## src/hdl/cram_pkg.sv

```systemverilog
// Shared constants and types for the 2x2 Cramer's rule solver.
package cram_pkg;

	localparam int WORD_BITS_DEF = 32;
	localparam int FRAC_BITS_DEF = 16;
	localparam int QUEUE_DEPTH   = 4;

	typedef enum logic [1:0] {
		ST_SOLVED   = 2'd0,
		ST_SINGULAR = 2'd1,
		ST_RANGE    = 2'd2
	} status_t;

	typedef struct packed {
		logic full;
		logic empty;
	} qstat_t;

endpackage

```

## src/hdl/cram_queue.sv

```systemverilog
// Short queue between the front end and the divider.
module cram_queue import cram_pkg::*; #(
	parameter int WIDTH = 6 * WORD_BITS_DEF + 4,
	parameter int DEPTH = QUEUE_DEPTH
) (
	input  logic             clk,
	input  logic             arst_n,
	input  logic             wr_en,
	input  logic [WIDTH-1:0] wr_data,
	input  logic             rd_en,
	output logic [WIDTH-1:0] rd_data,
	output qstat_t           stat
);

	localparam int AW = $clog2(DEPTH);

	logic [WIDTH-1:0] mem_q [DEPTH];
	logic [AW-1:0]    wptr_q, rptr_q;
	logic [AW:0]      cnt_q;

	assign rd_data    = mem_q[rptr_q];
	assign stat.full  = (cnt_q == (AW+1)'(DEPTH));
	assign stat.empty = (cnt_q == '0);

	always_ff @(posedge clk or negedge arst_n) begin
		if (!arst_n) begin
			wptr_q <= '0;
			rptr_q <= '0;
			cnt_q  <= '0;
		end else begin
			if (wr_en)
				wptr_q <= wptr_q + 1'b1;
			if (rd_en)
				rptr_q <= rptr_q + 1'b1;
			if (wr_en && !rd_en)
				cnt_q <= cnt_q + 1'b1;
			else if (rd_en && !wr_en)
				cnt_q <= cnt_q - 1'b1;
		end
	end

	always_ff @(posedge clk) begin
		if (wr_en)
			mem_q[wptr_q] <= wr_data;
	end

	a_no_overfill: assert property (@(posedge clk) disable iff (!arst_n)
		wr_en |-> (!stat.full || rd_en)) else $error("word written into full queue");
	a_no_underrun: assert property (@(posedge clk) disable iff (!arst_n)
		rd_en |-> !stat.empty) else $error("word read from empty queue");

endmodule

```

## config.mk

```make
export PLATFORM = sky130hd
export DESIGN_NAME = cram_queue
export DESIGN_NICKNAME = d
export VERILOG_FILES = /design/src/hdl/cram_pkg.sv /design/src/hdl/cram_queue.sv
export SDC_FILE = /design/constraint.sdc
export NUM_CORES = 1
export LEC_CHECK = 0
export BUFFER_PORTS_ARGS = -buffer_cell sky130_fd_sc_hd__buf_4
export CORE_ASPECT_RATIO = 1.75
export CORE_MARGIN = 3
export CORE_UTILIZATION = 40
export CTS_CLUSTER_SIZE = 14
export DETAILED_ROUTE_END_ITERATION = 7
export PLACE_DENSITY = 0.71
export RECOVER_POWER = 25
export SLEW_MARGIN = 25
export SYNTH_ARGS = -nofsm -noshare
export SYNTH_HDL_FRONTEND = slang
export SYNTH_SLANG_ARGS = --single-unit
```

## constraint.sdc

```tcl
create_clock -name clk -period 5.96 [get_ports clk]
set_clock_uncertainty 0.1 [all_clocks]
set_input_delay 0.894 -clock clk [delete_from_list [all_inputs] [get_ports clk]]
set_output_delay 0.894 -clock clk [all_outputs]
set_load 0.01 [all_outputs]
```

Word level (Yosys, flattened, before mapping)

Memory sizes are Yosys's and may differ from the RTL's.
Cells that the tools add are included.

Bits in registers: 7
Memory bits (writable): 784
Input bits: 200
Output and inout port bits: 198
Word-level logic and storage cells: 19
Memories kept: 1

$add $sub $neg: 4
Equality and inequality tests: 1
Multiplexer cells: 4
Reduce and logical (&&, ||, !) cells: 6

Memory list:

| name  | words | bits a word | read ports | clocked after Yosys merged registers in | write ports | line             | RTL |
|---|---|---|---|---|---|---|---|
| mem_q | 4     | 196         | 1          | 0                                       | 1           | cram_queue.sv:17 | `logic [WIDTH-1:0] mem_q [DEPTH];` |

Operator list:

| cell                                                               | number |
|---|---|
| 3-bit 2-to-1 mux                                                   | 2 |
| 2-bit by 1-bit adder with 2-bit output, second input constant      | 2 |
| 3-bit by 1-bit adder with 3-bit output, second input constant      | 1 |
| 3-bit equality test, second input constant                         | 1 |
| 3-bit zero test                                                    | 1 |
| 3-bit by 1-bit subtractor with 3-bit output, second input constant | 1 |
| 1-bit logical AND                                                  | 2 |
| 1-bit zero test                                                    | 2 |
| 1-bit 2-to-1 mux                                                   | 2 |
| 2-bit nonzero test                                                 | 1 |

Logic depth before layout (Yosys ltp)

Gate-level depths: netlist of run 1.

Depth after elaboration: 4
Gate-level depth with buffers: 7
Mapped depth without buffers: 7

Worst setup path before layout of run 1

No wires, ideal clock.

Path type: input to register
Start: input port wr_en
End: memory mem_q[1][0] in the netlist's numbering (enable)
Library setup time: 0.580 ns
Data arrival time: 5.342 ns
Data required time: 5.280 ns
Path slack: -0.062 ns
Stages: 1
Buffers on the path: 0
Cells stage by stage: and2_1

Longest elaborated chain between the ends: 2

RTL lines:

| what                                   | line             | RTL |
|---|---|---|
| start: declaration                     | cram_queue.sv:8  | `input logic wr_en,` |
| 1-bit 2-to-1 mux                       | cram_queue.sv:43 | `if (wr_en)` |
| 1-bit 2-to-1 mux (implied by the code) | cram_queue.sv:44 | `mem_q[wptr_q] <= wr_data;` |
| end: declaration                       | cram_queue.sv:17 |  |

No other way between the ends.

Worst setup path in the final report of run 1

Start: register rptr_q[0]
End: output port rd_data[185]

Longest elaborated chain between the ends: 1

RTL lines:

| what                     | line             | RTL |
|---|---|---|
| start: declaration       | cram_queue.sv:18 | `logic [AW-1:0] wptr_q, rptr_q;` |
| start signal: assignment | cram_queue.sv:34 | `rptr_q <= rptr_q + 1'b1;` |
| memory read 4 x 196 bit  | -                |  |
| end: declaration         | cram_queue.sv:11 | `output logic [WIDTH-1:0] rd_data,` |

No other way between the ends.

==> results.cfg, run 1 <==
[setup_path]
cp-end-kind = primary output
worstPathMaxFanout = 74
cp.required_ns = 4.97
reg2reg_to = mem_q[0][188]
crit_arrival_ns = 2.94
crit_type = reg2out
start_kind = register
r2r_slack_ns = 3.24
reg2reg_depth = 5
startpoint = rptr_q[0]
r2r_start = wptr_q[0]

[yosys]
synthCells = 1058
synth.ff_latch_count = 791
synth_area_per_cell_um2 = 27.1
synth-seq-area-share_pct = 82.8
yosysUniqueCellTypes = 18
syn_area_mm2 = 0.0287
ys_warn_count = 0
syn_nets = 1264

[run]
max-cap-violations = 0

[timing]
setup-violations-final = 0
timing.final.crit_share_pct = 66.0
rsz0062_at_grt = false
tns_ns = 0
finalHoldViolations = 0
maxSlewViolCount = 0
worst_slack_ns = 2.03
min_period_ns = 3.93
relSlewSlack_pct = 34.8
whs_ns = 0.398
worst_pin_slew_ns = 0.979
max_freq_ghz = 0.254

[placement]
dp.cells = 2345
routabilityCongestion = 0.735
io_buffers = 397
dp_hpwl_um = 36200
place_ws_ns = 2.63

[floorplanning]
initial_core_util_pct = 40.4
core_area_mm2 = 0.0709
die_w_um = 208
rows = 129
io_pins = 398
die_y_um = 360
dieArea_mm2 = 0.0750

[worst_hold_path]
hp-class = in2reg
hold_end = mem_q[0][181]
hp-start = wr_data[181]
min_path_cells = 1

[grt]
track_usage_pct = 15.6
grt_max_degree = 122
grt_pass1_vias = 14178
grt_overflow = 0
antenna_found_initial = 11
grt_pass1_wl_um = 89100

[layout]
final_layout_size_suffix_gt1_share_pct = 37.8
area_growth_pct = 20.8
stdcell_count = 2473
nNetsFinal = 1712
final_util_pct = 48.9

[run_status]
status = finished, final reports clean

[clocking]
clock_sink_count = 791
cts_made_buffers = 73
cts_tree = done
htreeDepth = 3
path_clk_slew_ns = 0.06
clock_latency_ns = 0.59
clockBufferDepth = 3
cts-root-buf = clkbuf_16

[pwr]
p_leak_nw = 11.3
powerDensity_mw_per_mm2 = 502
peakVddDrop_mv = 0.378

[drt]
dr.pass1.iters = 4
drt_iter0_markers = 796
vias_per_cell = 5.14
ant_nets = 0
drcViolationCount = 0
drt-total-wl_um = 58300
wl_per_cell_um = 23.6
vias = 12711
==> timing repair <==
action,4_1_cts,5_1_grt
hold buffers,1,0
setup buffers,0,0
resized for setup,0,0
hold endpoints to repair,7,0
==> worst max-delay path, stage by stage (launching register included) <==
cell	delay (ns)
dfrtp_4	0.67
buf_12	0.29
buf_16	0.43
mux4_2	0.62
buf_4	0.17
==> layout by cell type, fill, tap and decap left out, types with 6 or more instances in the layout <==
master	instances
edfxtp_1	784
buf_4	277
mux4_2	196
clkbuf_1	145
clkbuf_16	75
diode_2	7
bufinv_16	7
buf_12	7
clkinv_1	6
==> cell usage after synthesis, drive strengths merged <==
cell type	count	area share, %
and2	4	0.087
buf	38	0.99
clkbuf	6	0.079
dfrtp	7	0.61
edfxtp	784	82
fa	1	0.070
ha	5	0.22
inv	4	0.052
mux2	1	0.039
mux4	196	15
nand2	2	0.026
nor2	1	0.013
nor3	1	0.017
nor3b	1	0.026
o21ai	1	0.017
xnor2	2	0.061
xor2	4	0.12
==> sequential cells by signal (all words and copies together) (netlist names) <==
name,cells
wptr_q,2
rptr_q,2
cnt_q,3
mem_q,784
==> metal layers <==
metal	up-vias	GRT usage, %	wire, um
met4	10	5.44	1510
met2	394	26.9	30600
met5	-	0	69
li1	5491	-	-
met3	99	5.36	4600
met1	6717	18.4	21500
==> per-stage QoR <==
stage	power, mW	instance area (um^2)
after floorplan	10.8	28700
after global placement	13.1	32700
after detailed placement	13.2	32700
after CTS	17.7	35000
after global routing	18.2	34600
final	17.4	34600
==> kinds of logic (layout without fill, tap and decap cells) <==
family                     after synthesis  after routing  share of synthesized area [%]
adders and majority gates                6              6                          0.288
AOI/OAI and AO/OA                        1              1                         0.0174
other                                    0              7                              0
and+or+nand+nor                          9              9                          0.170
DFF                                    791            791                           82.8
buffers and inverters                   48            539                           1.12
xor gates and xnor gates                 6              6                          0.183
muxes                                  197            197                           15.4
==> final cells by class <==
| cell class | instances | area [um^2] |
|---|---|---|
| Timing Repair Buffer | 417 | 2820 |
| Clock buffer | 92 | 1940 |
| Clock inverter | 26 | 328 |
| Fill cell | 5659 | 36200 |
| Tap cell | 917 | 1150 |
| Sequential cell | 791 | 23700 |
| Antenna cell | 7 | 17.5 |
| Multi-Input combinational cell | 219 | 4620 |
| Inverter | 4 | 15.0 |
==> power by group <==
part	switching (mW)	internal, mW
clock network	1.88	2.61
logic	2.66	2.62
registers	0.322	7.27
total	4.87	12.5
==> worst max-delay path by stage <==
| stage | to | slack [ns] | depth (start not counted) |
|---|---|---|---|
| floorplan | mem_q[0][0] | 2.10 | 1 |
| global placement | rd_data[2] | 2.67 | 3 |
| detailed placement | rd_data[185] | 2.63 | 3 |
| CTS | rd_data[185] | 1.96 | 3 |
| global route | rd_data[185] | 1.79 | 4 |
| finish | rd_data[185] | 2.03 | 4 |
(Power assumes the default switching activity.)
==> run 2, diff against run 1 <==
clock period = 3.35 ns   (was 5.96 ns; I/O delays follow)
==> results.cfg, run 2 (same netlist as run 1, synthesis figures left out) <==
[floorplanning]
rows = 129
die_w_um = 208
initial_core_util_pct = 40.4
dieArea_mm2 = 0.0750
die_y_um = 360
io_pins = 398
core_area_mm2 = 0.0709

[setup_path]
cp_num_buf_inv = 2
cp_top_family = flip-flops
cp.required_ns = 2.75
crit_arrival_ns = 2.55
worstPathCellList = buf_12, mux4_2, buf_4
start_kind = register
cp-end-kind = primary output
cpPeakStageDelay_ns = 0.84
crit_type = reg2out
crit_slowest_cell = dfrtp_4
worstPathMaxFanout = 27

[layout]
final_layout_size_suffix_gt1_share_pct = 34.6
largest-register = mem_q
top_regs = mem_q (784), cnt_q (3)
final_common_cell = edfxtp_1
nNetsFinal = 1923
largest_reg_flops = 784
area_growth_pct = 27.9
fill_cells = 5450
final_area_mm2 = 0.0366
layout_common_cells = 784 x edfxtp_1, 295 x buf_4, 198 x dlygate4sd3_1

[clocking]
clock_sink_count = 791
cts_tree = done
cts_made_buffers = 72
clockBufferDepth = 3
clock_latency_ns = 0.60
cts_setup_buffers = 0
htreeDepth = 3
path_clk_slew_ns = 0.07
cts-root-buf = clkbuf_16

[timing]
tns_ns = 0
finalHoldViolations = 0
rsz0062_at_grt = false
max_freq_ghz = 0.317
timing.final.crit_share_pct = 94.2
whs_ns = 0.0705
worst_pin_slew_ns = 0.822
min_period_ns = 3.15
relSlewSlack_pct = 45.2
setup-violations-final = 0
worst_slack_ns = 0.196
maxSlewViolCount = 0

[drt]
drt-total-wl_um = 61200
ant_nets = 0
drt_iter0_markers = 821
drcViolationCount = 0
wl_per_cell_um = 22.8
vias = 13591
vias_per_cell = 5.08
dr.pass1.iters = 4

[pwr]
powerDensity_mw_per_mm2 = 843
p_leak_nw = 12.2
peakVddDrop_mv = 0.672
power_mw = 30.9

[placement]
place_ws_ns = 0.732
place_area_mm2 = 0.0330
dp_hpwl_um = 37600
routabilityCongestion = 0.723
io_buffers = 397

[run_status]
status = finished, final reports clean

[grt]
antenna_found_initial = 8
track_usage_pct = 16.4
grt_pass1_vias = 15219
grt_max_degree = 103
grt_overflow = 0
grt_pass1_wl_um = 93800

[run]
max-cap-violations = 0

[worst_hold_path]
hp-class = in2reg
-- run 2: cell types whose count changed in the layout (fill, tap and decap cells not counted), moves of 4 or more --
cell,delta
dlygate4sd3_1,+197
clkbuf_1,-21
buf_4,+18
buf_12,+12
clkinv_1,+8
bufinv_16,-6
buf_16,-4
clkinv_2,+4
inv_6,-4
-- run 2: timing repair --
| action | CTS | global route |
|---|---|---|
| hold buffers | 198 | 0 |
| gates resized for setup | 0 | 0 |
| hold endpoints to repair | 792 | 0 |
-- run 2: area by class of cell --
type | instances | area (um^2) | share of cell area, %
sequential | 791 | 23700 | 64.8
clock buffer | 82 | 1900 | 5.19
timing repair buffer | 629 | 5020 | 13.7
antenna | 6 | 15.0 | 0.0410
tap | 917 | 1150 | 3.13
multi-input combinational | 219 | 4620 | 12.6
inverter | 4 | 15.0 | 0.0410
clock inverter | 30 | 194 | 0.529
-- run 2: power by group --
| part | internal (mW) | switching [mW] | total, mW |
|---|---|---|---|
| combinational | 5.01 | 5.00 | 10.0 |
| sequential | 12.9 | 0.497 | 13.4 |
| clock | 4.13 | 3.35 | 7.48 |
| total | 22.1 | 8.85 | 30.9 |
-- run 2: final timing paths --
check / start / end / slack (ns) / depth (start not counted)
max: rptr_q[0] / rd_data[152] / 0.20 / 3
min: wr_en / wptr_q[0] / 0.07 / 2
max reg2reg: wptr_q[0] / mem_q[0][170] / 1.24 / 4
min reg2reg: cnt_q[2] / cnt_q[2] / 0.40 / 1
max in group asynchronous: arst_n / rptr_q[1] / 2.50 / 2
min in group asynchronous: arst_n / cnt_q[1] / 0.28 / 2
-- run 2: routing by layer --
metal / GRT usage, % / vias up / wire length [um]
met5: 0 / - / 21
met4: 6.62 / 4 / 2190
met3: 4.00 / 117 / 4000
met2: 28.7 / 465 / 32500
met1: 19.5 / 7097 / 22400
li1: - / 5908 / -
-- run 2: through the flow --
| step | std cells | utilization [%] |
|---|---|---|
| floorplan | 1058 | - |
| global placement | 2362 | 46.6 |
| detailed placement | 2362 | 46.6 |
| CTS | 2672 | 52.3 |
| global route | 2675 | 51.7 |
| finish | 2678 | 51.7 |
-- run 2: worst register-to-register path, delay by kind of cell (launching register included) --
kind                     cells  cell delay, ns
adder cells (fa/ha/maj)      1            0.15
buffers and inverters        2            0.61
flip-flops                   1            0.42
AND/OR/NAND/NOR              1            0.47
==> run 3, diff against run 2 <==
ABC_AREA = 1   (was unset)
==> results.cfg, run 3 <==
[yosys]
synth_ff_type = edfxtp_1
ys_warn_count = 0
async_flop_share_pct = 0.885
yosys-top-cells-area = edfxtp_1 75%, o211ai_1 9.4%, nand2_1 7.2%, inv_1 4.8%, buf_2 1.6%
synth_edf_count = 784
synth-seq-area-share_pct = 76.0
yosysUniqueCellTypes = 18
synth_top_area_cell = edfxtp_1
synth_commonest_cells = 784 x edfxtp_1, 601 x nand2_1, 403 x inv_1
syn_area_mm2 = 0.0312
synthCells = 2334
synth_most_common_cell = edfxtp_1
syn_nets = 2540
synth_area_per_cell_um2 = 13.4
synth_top_cell_area_share_pct = 75.5
synth.ff_latch_count = 791

[pwr]
seq_power_share_pct = 39.7
clockPowerShare_pct = 22.8
p_switching_mw = 11.5
peakVddDrop_mv = 0.684
swShare_pct = 34.2
power_mw = 33.7
powerDensity_mw_per_mm2 = 857
intPower_mw = 22.2
p_leak_nw = 15.3
pwr-share-comb_pct = 37.5

[layout]
nNetsFinal = 3125
top_regs = mem_q (784), cnt_q (3)
final_area_mm2 = 0.0393
largest_reg_flops = 784
area_growth_pct = 26.1
layout_common_cells = 784 x edfxtp_1, 597 x nand2_1, 399 x inv_1
final_util_pct = 51.2
multiInputGateArea_mm2 = 0.00538
largest-register = mem_q
final_common_cell = edfxtp_1
final_layout_size_suffix_gt1_share_pct = 14.6
fill_cells = 6295
final-seq-area_mm2 = 0.0237
stdcell_count = 3985

[timing]
setup-violations-final = 0
max_freq_ghz = 0.327
worst_pin_slew_ns = 0.691
tns_ns = 0
rsz0062_at_grt = false
whs_ns = 0.0842
min_period_ns = 3.06
timing.final.crit_share_pct = 91.2
relSlewSlack_pct = 53.9
finalHoldViolations = 0
worst_slack_ns = 0.295
maxSlewViolCount = 0

[grt]
antenna_found_initial = 1
grt_pass1_vias = 19930
grt_max_degree = 153
grt_pass1_wl_um = 107000
track_usage_pct = 16.7
grt_overflow = 0

[worst_hold_path]
hp-class = in2reg
hp-start = wr_en

[drt]
wl_per_cell_um = 17.2
vias = 19406
drt_iter0_markers = 988
dr.pass1.iters = 5
drcViolationCount = 0
vias_per_cell = 4.87
drt-total-wl_um = 68400
ant_nets = 0

[clocking]
clock_latency_ns = 0.63
clock_sink_count = 791
cts_made_buffers = 73
path_clk_slew_ns = 0.06
cts-root-buf = clkbuf_16
cts_setup_buffers = 0
htreeDepth = 3
cts_resized = 0
cts_tree = done
hold_buffers = 198
clockBufferDepth = 3

[setup_path]
r2r_start = wptr_q[0]
start_kind = register
cp_top_family = flip-flops
worstPathCellList = buf_12, nand2_1, o211ai_1, nand2_1, buf_4
worstPathMaxFanout = 152
crit_arrival_ns = 2.45
cp_num_buf_inv = 2
cp.required_ns = 2.75
startpoint = rptr_q[0]
cpPeakStageDelay_ns = 0.69
crit_top_cell = nand2_1
crit_type = reg2out
cp-end-kind = primary output
crit_slowest_cell = dfrtp_4

[placement]
dp_hpwl_um = 40400
io_buffers = 397
dp.cells = 3666
place_ws_ns = 0.983
place_area_mm2 = 0.0356
routabilityCongestion = 0.754

[floorplanning]
initial_core_util_pct = 40.6
die_y_um = 375
core_area_mm2 = 0.0768
rows = 134
dieArea_mm2 = 0.0815
io_pins = 398
die_w_um = 217

[run_status]
status = finished, final reports clean

[run]
max-cap-violations = 0
run 3: cells by family after synthesis:
group | count (synthesis) | synth area share (%)
AO/OA/AOI/OAI | 393 | 9.45
buffers and inverters | 535 | 6.86
XOR/XNOR | 4 | 0.112
AND/OR/NAND/NOR | 605 | 7.30
adder cells (fa/ha/maj) | 6 | 0.265
flip-flops | 791 | 76.0
run 3: path summary, 6_finish.rpt:
kind | endpoint | slack [ns] | cells after the start
max | rd_data[74] | 0.29 | 5
min | wptr_q[0] | 0.08 | 2
max reg2reg | mem_q[2][86] | 1.22 | 5
min reg2reg | cnt_q[2] | 0.41 | 2
max in group asynchronous | rptr_q[1] | 2.57 | 2
min in group asynchronous | cnt_q[2] | 0.24 | 2
run 3: power groups by stage:
stage / Clock [mW] / Sequential [mW] / Combinational, mW
floorplan: 0 / 13.7 / 6.95
global placement: 0 / 13.5 / 12.5
finish: 7.68 / 13.4 / 12.6
detailed placement: 0 / 13.6 / 12.7
CTS: 7.89 / 13.4 / 12.9
global route: 8.26 / 13.5 / 13.9
run 3: final cells by class:
class	instances	area share (%)
Antenna cell	2	0.0127
Inverter	404	3.90
Timing Repair Buffer	641	13.4
Sequential cell	791	60.3
Clock inverter	31	0.572
Tap cell	1020	3.24
Clock buffer	88	4.89
Multi-Input combinational cell	1008	13.7
run 3: layer usage:
layer  GRT usage [%]  share of wire, %  vias to the layer above
met2            30.8                53                      560
met5               0                 0                        -
met4            6.25               2.6                        0
li1                -                 -                     9301
met3            4.33               6.9                      106
met1            18.4                38                     9439
